===== config.mk =====
export PLATFORM = sky130hd
export DESIGN_NAME = sevq_ctrl
export DESIGN_NICKNAME = d
export VERILOG_FILES = /design/src/sv/sevq_pkg.sv /design/src/sv/sevq_ctrl.sv
export SDC_FILE = /design/constraint.sdc
export NUM_CORES = 1
export LEC_CHECK = 0
export BUFFER_PORTS_ARGS = -buffer_cell sky130_fd_sc_hd__buf_2
export CORE_AREA = 2 2 39 41
export DETAILED_ROUTE_END_ITERATION = 8
export DIE_AREA = 0 0 41 43
export GPL_TIMING_DRIVEN = 0
export RECOVER_POWER = 25
export SLEW_MARGIN = 20
export SYNTH_ARGS = -nofsm -noshare
export SYNTH_HDL_FRONTEND = slang
export SYNTH_SLANG_ARGS = --single-unit

===== constraint.sdc =====
create_clock -name clk -period 2.4 [get_ports clk]
set_input_delay 0.12 -clock clk [delete_from_list [all_inputs] [get_ports clk]]
set_output_delay 0.12 -clock clk [all_outputs]
set_load 0.01 [all_outputs]

===== src/sv/sevq_pkg.sv =====
// Shared types, constants and a helper function of the sorted event queue.
package sevq_pkg;

	localparam int CAPACITY = 64;
	localparam int TAG_W    = 16;
	localparam int DATE_W   = 48;
	localparam int IDX_W    = $clog2(CAPACITY);
	localparam int CNT_W    = $clog2(CAPACITY + 1);

	typedef logic [IDX_W-1:0] idx_t;
	typedef logic [CNT_W-1:0] cnt_t;

	typedef enum logic [1:0] {
		KIND_SORTED  = 2'd0,
		KIND_PREPEND = 2'd1,
		KIND_APPEND  = 2'd2,
		KIND_EXTRACT = 2'd3
	} kind_t;

	typedef enum logic [1:0] {
		ST_DONE  = 2'd0,
		ST_EMPTY = 2'd1,
		ST_FULL  = 2'd2
	} status_t;

	typedef struct packed {
		kind_t             kind;
		logic [TAG_W-1:0]  event_tag;
		logic [DATE_W-1:0] event_date;
	} item_t;

	typedef struct packed {
		status_t           status;
		logic [TAG_W-1:0]  removed_tag;
		logic [DATE_W-1:0] removed_date;
		logic              head_valid;
		logic [TAG_W-1:0]  head_tag;
		logic [DATE_W-1:0] head_date;
		cnt_t              event_count;
	} result_t;

	typedef struct packed {
		logic [TAG_W-1:0]  tag;
		logic [DATE_W-1:0] date;
	} entry_t;

	typedef enum logic [2:0] {
		S_IDLE,
		S_SCAN,
		S_PLACE,
		S_HEADLD,
		S_RESP
	} fsm_state_t;

	typedef enum logic [3:0] {
		OP_NONE,
		OP_FULL,
		OP_EMPTY,
		OP_PREPEND,
		OP_APPEND,
		OP_INS_START,
		OP_EXTRACT,
		OP_SCAN,
		OP_PLACE,
		OP_HEADLD
	} dp_op_t;

	typedef struct packed {
		dp_op_t op;
	} dp_cmd_t;

	typedef struct packed {
		logic count_zero;
		logic full;
		logic multi;
		logic greater;
		logic pos_one;
	} dp_sts_t;

	// Physical slot of a logical offset from the head pointer in the circular buffer.
	function automatic idx_t wrap_idx(idx_t base, idx_t off);
		logic [IDX_W:0] sum;
		sum = {1'b0, base} + {1'b0, off};
		if (sum >= (IDX_W+1)'(CAPACITY)) begin
			sum = sum - (IDX_W+1)'(CAPACITY);
		end
		return sum[IDX_W-1:0];
	endfunction

endpackage


===== src/sv/sevq_ctrl.sv =====
// Controller state machine of the sorted event queue.
module sevq_ctrl (
	input  logic             clk,
	input  logic             arst_n,
	input  logic             start,
	input  sevq_pkg::kind_t  kind,
	input  sevq_pkg::dp_sts_t sts,
	output sevq_pkg::dp_cmd_t cmd,
	output logic             busy,
	output logic             done
);

	import sevq_pkg::*;

	fsm_state_t state_q, state_nxt;

	always_ff @(posedge clk or negedge arst_n) begin
		if (!arst_n) begin
			state_q <= S_IDLE;
		end else begin
			state_q <= state_nxt;
		end
	end

	always_comb begin
		state_nxt = state_q;
		case (state_q)
			S_IDLE: begin
				if (start) begin
					case (kind)
						KIND_EXTRACT: begin
							state_nxt = sts.multi ? S_HEADLD : S_RESP;
						end
						KIND_SORTED: begin
							if (sts.full || sts.count_zero) begin
								state_nxt = S_RESP;
							end else begin
								state_nxt = S_SCAN;
							end
						end
						default: begin
							state_nxt = S_RESP;
						end
					endcase
				end
			end
			S_SCAN: begin
				if (sts.greater && sts.pos_one) begin
					state_nxt = S_PLACE;
				end else if (sts.greater) begin
					state_nxt = S_SCAN;
				end else begin
					state_nxt = S_RESP;
				end
			end
			S_PLACE:  state_nxt = S_RESP;
			S_HEADLD: state_nxt = S_RESP;
			S_RESP:   state_nxt = S_IDLE;
			default:  state_nxt = S_IDLE;
		endcase
	end

	always_comb begin
		cmd.op = OP_NONE;
		busy   = (state_q != S_IDLE);
		done   = (state_q == S_RESP);
		case (state_q)
			S_IDLE: begin
				if (start) begin
					case (kind)
						KIND_EXTRACT: cmd.op = sts.count_zero ? OP_EMPTY : OP_EXTRACT;
						KIND_PREPEND: cmd.op = sts.full ? OP_FULL : OP_PREPEND;
						KIND_APPEND:  cmd.op = sts.full ? OP_FULL : OP_APPEND;
						default: begin
							if (sts.full) begin
								cmd.op = OP_FULL;
							end else if (sts.count_zero) begin
								cmd.op = OP_APPEND;
							end else begin
								cmd.op = OP_INS_START;
							end
						end
					endcase
				end
			end
			S_SCAN:   cmd.op = OP_SCAN;
			S_PLACE:  cmd.op = OP_PLACE;
			S_HEADLD: cmd.op = OP_HEADLD;
			default:  cmd.op = OP_NONE;
		endcase
	end

	// The result strobe lasts exactly one cycle.
	a_resp_one_cycle: assert property (@(posedge clk) disable iff (!arst_n)
		state_q == S_RESP |=> state_q == S_IDLE)
		else $error("result strobe held longer than one cycle");

	// No new word can be taken while a result is on the ports.
	a_done_busy: assert property (@(posedge clk) disable iff (!arst_n)
		done |-> busy)
		else $error("result strobe while idle");

	// Placing the new word at the head always ends the insert.
	a_place_resp: assert property (@(posedge clk) disable iff (!arst_n)
		state_q == S_PLACE |=> state_q == S_RESP)
		else $error("head placement not followed by the result");

endmodule


# Word level (Yosys, flattened, before mapping)
# Cells that the tools add are included.
classes:
  n_reduce_logical: 6
  muxes: 15
  n_eq_ne: 8
op_table:
  columns: ["operator", "count"]
  rows:
  - ["3-bit 2-to-1 mux", 9]
  - ["3-bit case mux with 3 select lines", 2]
  - ["4-bit case mux with 4 select lines", 1]
  - ["3-bit by 2-bit equality test with 1-bit output (second input constant)", 2]
  - ["3-bit case mux with 2 select lines", 1]
  - ["2-bit equality test (second input constant)", 2]
  - ["3-bit by 1-bit equality test with 1-bit output (second input constant)", 1]
  - ["3-bit equality test (second input constant)", 1]
  - ["3-bit logical NOT", 1]
  - ["3-bit nonzero test", 1]
  - ["2-bit by 1-bit equality test with 1-bit output (second input constant)", 1]
  - ["2-bit logical NOT", 1]
  - ["2-bit 2-to-1 mux", 1]
  - ["2-bit != test (second input constant)", 1]
  - ["2-bit OR reduction", 1]
  - ["1-bit logical AND", 1]
  - ["1-bit logical OR", 1]
  - ["1-bit 2-to-1 mux", 1]
totals:
  in_bits: 10
  out_inout_bits: 6
  wordCells: 30
  register_bits: 3

# Depth between registers and ports, before layout
# Gate-level depths: netlist of the first run.
logic_depth:
  word_depth: 5
  depth_mapped: 5

# Least setup slack after synthesis of the first run
# Ideal clock, no wire load.
synth_timing:
  path_kind: "flip-flop to output port"
  start: "register state_q[2]"
  end: "output port cmd[1] in the netlist's numbering"
  path_stages_with_launch: 5
  required_ns: 2.280
  arrival_time_ns: 1.127
  path_slack_ns: 1.153
  cell_sequence: "dfrtp_1 > buf_6 > nor2_1 > nand2_1 > o31ai_1"
synth_rtl:
  columns: ["element", "line", "source"]
  rows:
  - ["start: declaration", "sevq_ctrl.sv:15", "fsm_state_t state_q, state_nxt;"]
  - ["start signal: assignment", "sevq_ctrl.sv:21", "state_q <= state_nxt;"]
  - ["end: declaration", "sevq_ctrl.sv:8", "output sevq_pkg::dp_cmd_t cmd,"]

==> reports/qor.yml, run 1 <==
drt:
  first_pass_iters: 2
  vias_per_cell: 4.72
  antenna_left: 0
  drt-wirelength-per-cell_um: 9.83
  finalWirelength_um: 806
  via_count: 387
  drt-initial-drc-count: 6
  drc: 0
die:
  pin_count: 16
  die_area_mm2: 0.00176
  die_w_um: 41
  rows: 14
  initial_core_util_pct: 28.0
  core_area_mm2: 0.00138
  die_h_um: 43
clock_network:
  insertion_delay_ps: 230
  clock-sinks: 3
  postCtsSetupBuffers: 0
  root_buffer: "clkbuf_4"
  numCtsBuffers: 3
  cts_max_level: 1
  ctsHoldBuffers: 1
  clockBufferDepth: 2
  cts_resized: 0
  cts_tree: "yes"
  clk_pin_slew_ps: 40
setup_path:
  path_class: "reg -> out"
  crit_required_ps: 2280
  crit_path_max_fanout: 9
  endpoint_kind: "output port"
  cp-start-kind: "flop"
  cp.arrival_ps: 1410
place:
  placed_area_um2: 483
  port_buffers: 15
  place_congestion: 0.760
  dp_hpwl_um: 663
final_layout:
  largestRegisters: "state_q x3"
  drive_above_1_share_pct: 36.4
  largest_register_ffs: 3
  regArea_um2: 75.1
  area_growth_pct: 33.5
  top_register: "state_q"
  final_cell_area_um2: 518
  multi_input_area_um2: 278
  nets: 82
  num-fill-cells: 155
  n_antenna_cell: 0
timing:
  maxSlewViolCount: 0
  fmax_mhz: 652
  worst_pin_slew_ps: 385
  finalSetupTns_ps: 0
  skew_ps: 3.26
  post-route-min-period_ps: 1530
  finalHoldViolCount: 0
  relSlewSlack_pct: 73.7
  finalCritPeriodShare_pct: 63.9
  setup_violations: 0
  rsz0062_at_grt: "no"
power_and_ir_drop:
  p_switching_uw: 70.7
  power.share.clock_pct: 38.6
  p_seq_share_pct: 24.8
  swShare_pct: 31.2
  vdd_drop_max_v: 0.000159
  leakagePower_nw: 0.258
  internal-power_uw: 156
  combinationalPowerShare_pct: 36.5
  powerDensity_mw_per_mm2: 437
synth:
  synth_area_per_cell_um2: 8.43
  synth_fp_nets: 61
  ys_types: 29
  synthCells: 46
  synth_adder_area_share_pct: 16.1
  ys.flop_type: "dfrtp_1"
  yosys-top-cells-area: "dfrtp_1 (19%), ha_1 (16%), nor4_4 (5.5%), nor2_1 (4.8%), inv_1 (3.9%)"
  ys_ff_latch: 3
  ys_warn_count: 0
  yosys.area.top_type_share_pct: 19.4
  synth_edf_count: 0
  yosys.area.top_type: "dfrtp_1"
  synthSimpleGateAreaFrac_pct: 29.7
  synth_xor_area_share_pct: 0
  synth_compound_area_share_pct: 25.8
  async_flop_share_pct: 100
  seq_area_frac_synth_pct: 19.4
  synth_top_family_by_area: "simple AND/OR/NAND/NOR gates"
  muxShareOfSynthArea_pct: 0
  syn_area_um2: 388
global_routing:
  grt_max_degree: 11
  grt_pass1_wl_mm: 1.36
  track_usage_pct: 11.2
  grt_overflow_total: 0
  antenna_found_initial: 0
  grt_pass1_vias: 354
flow_run:
  cap_viol_max_count: 0
status:
  outcome: "finished clean"
worst_hold_path:
  hp-class: "in -> reg"
-- metal layers --
| layer | up-vias | wire length [µm] | global-route usage [%] |
|---|---|---|---|
| met1 | 175 | 372 | 15.9 |
| met4 | 0 | 0 | 4.00 |
| met2 | 6 | 401 | 15.6 |
| met3 | 0 | 32 | 3.14 |
| met5 | - | 0 | 0 |
| li1 | 206 | - | - |
-- cell families (layout without fill, tap and decap cells) --
kind of cell / count (synthesis) / in the layout
and+or+nand+nor: 18 / 18
AOI/OAI and AO/OA: 13 / 13
buffers and inverters: 7 / 27
adders and majority gates: 5 / 5
DFF: 3 / 3
-- cell usage after synthesis, drive strengths merged (2+ instances only) --
cell and instances:
nor2 5, ha 5, nand2 4, a211oi 2
inv 5, nor3b 2, dfrtp 3, buf 2
o21ai 4
-- worst max-delay path, stage by stage, from the launching register on --
cell,delay (ps)
dfrtp_1,360
buf_6,140
nor2_1,210
nand2_1,100
o31ai_1,210
buf_2,160
-- path summary, 6_finish.rpt --
kind	from	end	slack, ps	depth (start not counted)
worst min-delay path	sts[0]	state_q[1]	180	3
min in group asynchronous	arst_n	state_q[0]	220	2
worst max-delay path	state_q[2]	cmd[1]	870	5
max in group asynchronous	arst_n	state_q[2]	2020	2
worst max register to register	state_q[0]	state_q[2]	1180	3
worst min register to register	state_q[2]	state_q[0]	550	2
-- power by group through the flow --
stage,Combinational (mW),Sequential (mW),Clock [mW]
5_1_grt,0.0924,0.0569,0.0969
2_1_floorplan,0.0550,0.0566,0
3_5_place_dp,0.0825,0.0569,0
3_3_place_gp,0.0819,0.0569,0
4_1_cts,0.0841,0.0563,0.0905
6_report,0.0827,0.0562,0.0874
-- per-stage QoR --
step / cells / setup slack, ps / power, mW / hold slack, ps / util (%)
final: 82 / 866 / 0.226 / 178 / 37.4
after global routing: 82 / 742 / 0.246 / 189 / 37.4
after CTS: 82 / 831 / 0.231 / 175 / 37.5
after detailed placement: 77 / 1050 / 0.139 / -81.2 / 34.9
after global placement: 77 / 1070 / 0.139 / -85.7 / 34.9
after floorplan: 46 / 1150 / 0.112 / -176 / -
-- cell usage in the layout, fill, tap and decap left out, types with 2 or more instances in the layout --
cell type,n
inv_1,4
dfrtp_1,3
nor2_1,5
buf_2,15
clkbuf_4,3
o21ai_0,2
ha_1,5
nand2_1,4
clkbuf_1,2
-- area by class of cell --
type,count,area share [%]
inverter,5,3.62
buffer,2,3.14
timing repair buffer,16,16.2
sequential,3,14.5
tap,16,3.86
multi-input combinational,36,53.6
clock buffer,4,5.07
No activity file was read; power rests on OpenSTA's default activity.
==> inputs of run 2 (changes only) <==
- ABC_AREA: not set -> 1
- clock period: 2.4 -> 1.45 ns (I/O delays scaled with it)
==> reports/qor.yml, run 2 <==
synth:
  muxShareOfSynthArea_pct: 0
  synthSimpleGateAreaFrac_pct: 36.8
  async_flop_share_pct: 100
  ys_warn_count: 0
  yosysMostFrequentCell: "nand2_1"
  yosys-top-cells-area: "dfrtp_1 (20%), ha_1 (17%), nand2_1 (13%), inv_1 (10%), nand3_1 (8.0%)"
  synthCells: 58
  synth_compound_area_share_pct: 14.4
  ys_types: 15
  syn_area_um2: 374
  synth_adder_area_share_pct: 16.7
  yosys.area.top_type_share_pct: 20.1
  synth_edf_count: 0
  yosys.area.top_type: "dfrtp_1"
  ys_ff_latch: 3
  synth_xor_area_share_pct: 0
  synth_area_per_cell_um2: 6.45
  synthTopCellsByCount: "nand2_1 (13), inv_1 (10), nand3_1 (6), a21oi_1 (5), ha_1 (5)"
  seq_area_frac_synth_pct: 20.1
  ys.flop_type: "dfrtp_1"
  synth_fp_nets: 73
  synth_top_family_by_area: "simple AND/OR/NAND/NOR gates"
final_layout:
  top_register: "state_q"
  final_cell_mix: "buf_2 (14), nand2_1 (13), inv_1 (10)"
  nets: 94
  final_common_cell: "buf_2"
  n_antenna_cell: 0
  final_cells: 94
  largestRegisters: "state_q x3"
  final_cell_area_um2: 504
  final_util_pct: 36.4
  area_growth_pct: 34.8
  largest_register_ffs: 3
  drive_above_1_share_pct: 34.6
setup_path:
  r2r-start: "state_q[2]"
  crit_end: "cmd[1]"
  r2r_slack_ps: 450
  r2r-end: "state_q[0]"
  cp-start-kind: "flop"
  cp.depth: 4
  crit_slowest_cell: "dfrtp_1"
  crit_family: "flip-flops"
  cp.arrival_ps: 1240
  critPathBufInv: 1
  path_class: "reg -> out"
  endpoint_kind: "output port"
  crit_chain: "nor3b_2, nand2_1, o21ai_1, buf_2"
  cp-startpoint: "state_q[1]"
  crit_required_ps: 1380
  ff2ff_path_depth: 5
  crit_path_max_fanout: 5
  cp_slowest_stage_delay_ps: 430
clock_network:
  cts_resized: 0
  clk_pin_slew_ps: 40
  ctsHoldBuffers: 1
  root_buffer: "clkbuf_4"
  insertion_delay_ps: 230
  clock-sinks: 3
  postCtsSetupBuffers: 0
  clockBufferDepth: 2
  numCtsBuffers: 3
  cts_max_level: 1
  cts_tree: "yes"
die:
  die_h_um: 43
  die_area_mm2: 0.00176
  die_w_um: 41
  pin_count: 16
  core_area_mm2: 0.00138
  initial_core_util_pct: 27.0
  rows: 14
power_and_ir_drop:
  powerDensity_mw_per_mm2: 936
  p_seq_share_pct: 23.4
  vdd_drop_max_v: 0.000328
  internal-power_uw: 285
  combinationalPowerShare_pct: 45.7
  swShare_pct: 39.5
  finalPower_uw: 472
  leakagePower_nw: 0.297
  p_switching_uw: 187
  power.share.clock_pct: 30.9
place:
  port_buffers: 15
  place_congestion: 0.762
  dp_hpwl_um: 664
  place_inst: 89
  placed_area_um2: 469
timing:
  post-route-min-period_ps: 1320
  relSlewSlack_pct: 85.9
  finalCritPeriodShare_pct: 90.8
  fmax_mhz: 760
  skew_ps: 2.78
  worst_pin_slew_ps: 211
  finalHoldViolCount: 0
  finalSetupTns_ps: 0
  setup_violations: 0
  rsz0062_at_grt: "no"
  maxSlewViolCount: 0
flow_run:
  cap_viol_max_count: 0
drt:
  top_layer: "met4"
  routed-wl-met3_um: 53
  drt-wirelength-per-cell_um: 8.46
  first_pass_iters: 3
  wl_met1_um: 406
  drc: 0
  drt-initial-drc-count: 5
  finalWirelength_um: 795
  wl_met2_um: 302
  vias_per_cell: 4.21
  antenna_left: 0
  via_count: 396
global_routing:
  track_usage_pct: 10.5
  grt_pass1_wl_mm: 1.23
  grt_pass1_vias: 358
  grt_overflow_total: 0
  antenna_found_initial: 0
  grt_max_degree: 6
status:
  outcome: "finished clean"
worst_hold_path:
  hp-class: "in -> reg"
## run 2: cell count changes in the layout (fill, tap and decap cells not counted), sizes merged, moves of 2 or more
cell,delta
a211oi,-2
a21oi,+5
buf,-2
inv,+7
nand2,+11
nand3,+6
## run 2: area by class of cell
class	count	area, µm²
fillers	159	880
multi-input cells	43	254
repair buffers	16	83.8
flip-flops and latches	3	75.1
inverters	12	45.0
clock buffers	4	26.3
well taps	16	20.0
## run 2: logic make-up after synthesis
logic type | Yosys count
buffers and inverters | 12
DFF | 3
and+or+nand+nor | 28
AOI/OAI and AO/OA | 10
adders and majority gates | 5
## run 2: per-layer routing
| metal | GRT usage (%) | up-vias |
|---|---|---|
| li1 | - | 222 |
| met1 | 12.5 | 153 |
| met2 | 15.0 | 17 |
| met3 | 1.57 | 4 |
| met4 | 10.0 | 0 |
| met5 | 0 | - |
## run 2: how the worst min path moves through the flow
stage                     slack [ps]          to   start  cells after the start
after floorplan                 -220  state_q[0]  arst_n                      0
after detailed placement        -130  state_q[0]  arst_n                      1
final                            120  state_q[1]  sts[0]                      3
after global routing             130  state_q[1]  sts[0]                      3
after global placement          -130  state_q[0]  arst_n                      1
after CTS                        120  state_q[1]  sts[0]                      3
## run 2: worst min-delay path, cell delays in order
cell and delay [ps]:
buf_2 100, nand3_1 70, a21oi_1 60
## run 2: metrics by stage
stage / worst slack (ps) / hold slack, ps
floorplan: 485 / -223
global placement: 374 / -134
detailed placement: 360 / -132
CTS: 112 / 119
global route: 34.5 / 132
finish: 134 / 118
## run 2: power by group through the flow
stage               Combinational, mW  Sequential, mW  Clock (mW)
finish                          0.216           0.111       0.146
global route                    0.246           0.112       0.159
CTS                             0.218           0.111       0.150
detailed placement              0.215           0.112           0
global placement                0.211           0.112           0
floorplan                       0.145           0.110           0
==> inputs of run 3 (changes only) <==
- CORE_AREA: 2 2 39 41 -> not set
- CORE_UTILIZATION: not set -> 25
- DIE_AREA: 0 0 41 43 -> not set
==> reports/qor.yml, run 3 (synthesis gave the netlist of run 2 again) <==
power_and_ir_drop:
  finalPower_uw: 470
  leakagePower_nw: 0.297
  internal-power_uw: 285
  swShare_pct: 39.4
  combinationalPowerShare_pct: 45.7
  power.share.clock_pct: 30.6
  p_switching_uw: 185
  powerDensity_mw_per_mm2: 935
  p_seq_share_pct: 23.6
  vdd_drop_max_v: 0.000328
status:
  outcome: "finished clean"
drt:
  drt-wirelength-per-cell_um: 8.42
  finalWirelength_um: 783
  first_pass_iters: 3
  drt-initial-drc-count: 6
  drc: 0
  vias_per_cell: 4.34
  antenna_left: 0
  via_count: 404
clock_network:
  root_buffer: "clkbuf_4"
  numCtsBuffers: 3
  cts_resized: 0
  cts_tree: "yes"
  clock-sinks: 3
  clk_pin_slew_ps: 40
  insertion_delay_ps: 230
  clockBufferDepth: 2
  cts_max_level: 1
place:
  port_buffers: 15
  dp_hpwl_um: 645
  place_inst: 88
  place_congestion: 0.706
  placed_area_um2: 468
  pre_cts_slack_ps: 384
timing:
  setup_violations: 0
  finalCritPeriodShare_pct: 89.5
  finalSetupTns_ps: 0
  worst_pin_slew_ps: 206
  fmax_mhz: 771
  finalHoldViolCount: 0
  skew_ps: 4.65
  rsz0062_at_grt: "no"
  maxSlewViolCount: 0
  post-route-min-period_ps: 1300
  relSlewSlack_pct: 86.2
  layout_setup_ws_ps: 153
global_routing:
  grt_max_degree: 6
  track_usage_pct: 10.5
  grt_pass1_vias: 336
  grt_pass1_wl_mm: 1.21
  antenna_found_initial: 0
  grt_overflow_total: 0
setup_path:
  crit_slowest_cell: "dfrtp_1"
  crit_required_ps: 1380
  cp_slowest_stage_delay_ps: 430
  endpoint_kind: "output port"
  path_class: "reg -> out"
  r2r-start: "state_q[1]"
  crit_path_max_fanout: 5
  crit_chain: "nor3b_2, nand2_1, o21ai_1, buf_2"
  cp.arrival_ps: 1220
  cp-start-kind: "flop"
  cp-startpoint: "state_q[1]"
worst_hold_path:
  hp-start: "start"
  hp-class: "in -> reg"
final_layout:
  final_common_cell: "buf_2"
  largest_register_ffs: 3
  final_cell_mix: "buf_2 (14), nand2_1 (13), inv_1 (10)"
  top_register: "state_q"
  largestRegisters: "state_q x3"
  drive_above_1_share_pct: 34.6
  final_cells: 93
  final_cell_area_um2: 503
  nets: 94
  area_growth_pct: 34.4
  n_antenna_cell: 0
die:
  initial_core_util_pct: 27.7
  pin_count: 16
  die_area_mm2: 0.00166
  core_area_mm2: 0.00135
  die_w_um: 40.7
  die_h_um: 40.7
  rows: 13
flow_run:
  cap_viol_max_count: 0
==> run 3: critical path, delay by kind of cell, from the launching register on <==
family                 cells  cell delay, ps
and+or+nand+nor            2             310
AOI/OAI and AO/OA          1             110
buffers and inverters      1             140
DFF                        1             430
==> run 3: power by group through the flow <==
| stage | sequential, mW | clock [mW] | combinational [mW] |
|---|---|---|---|
| after global placement | 0.112 | 0 | 0.213 |
| after floorplan | 0.110 | 0 | 0.145 |
| after CTS | 0.110 | 0.149 | 0.217 |
| after global routing | 0.113 | 0.158 | 0.245 |
| final | 0.111 | 0.144 | 0.215 |
| after detailed placement | 0.112 | 0 | 0.215 |
==> run 3: metal layers <==
metal | track usage [%] | up-vias | wire (µm)
li1 | - | 224 | -
met2 | 18.7 | 7 | 407
met5 | 0 | - | 0
met3 | 0 | 0 | 18
met4 | 5.00 | 0 | 0
met1 | 13.1 | 173 | 357
==> run 3: timing repair <==
action,CTS,global route
buffers inserted,0,0
hold buffers,1,0
hold endpoints to repair,3,0
==> run 3: path summary, 6_finish.rpt <==
check                        endpoint  slack (ps)  cells after the start
hold / removal             state_q[0]         120                      3
min in group asynchronous  state_q[0]         190                      2
setup / recovery               cmd[1]         150                      4
hold reg to reg            state_q[1]         690                      3
setup reg to reg           state_q[1]         450                      4
max in group asynchronous  state_q[2]        1100                      2
==> run 3: cell type report <==
| type | instances | area (µm²) |
|---|---|---|
| Inverter | 12 | 45.0 |
| Clock buffer | 4 | 26.3 |
| Tap cell | 15 | 18.8 |
| Timing Repair Buffer | 16 | 83.8 |
| Fill cell | 144 | 847 |
| Multi-Input combinational cell | 43 | 254 |
| Sequential cell | 3 | 75.1 |
==> run 3: metrics by stage <==
step | hold slack (ps) | utilization, %
after CTS | 121 | 37.3
after global routing | 125 | 37.3
after detailed placement | -132 | 34.7
after global placement | -132 | 34.7
final | 121 | 37.3
after floorplan | -223 | -
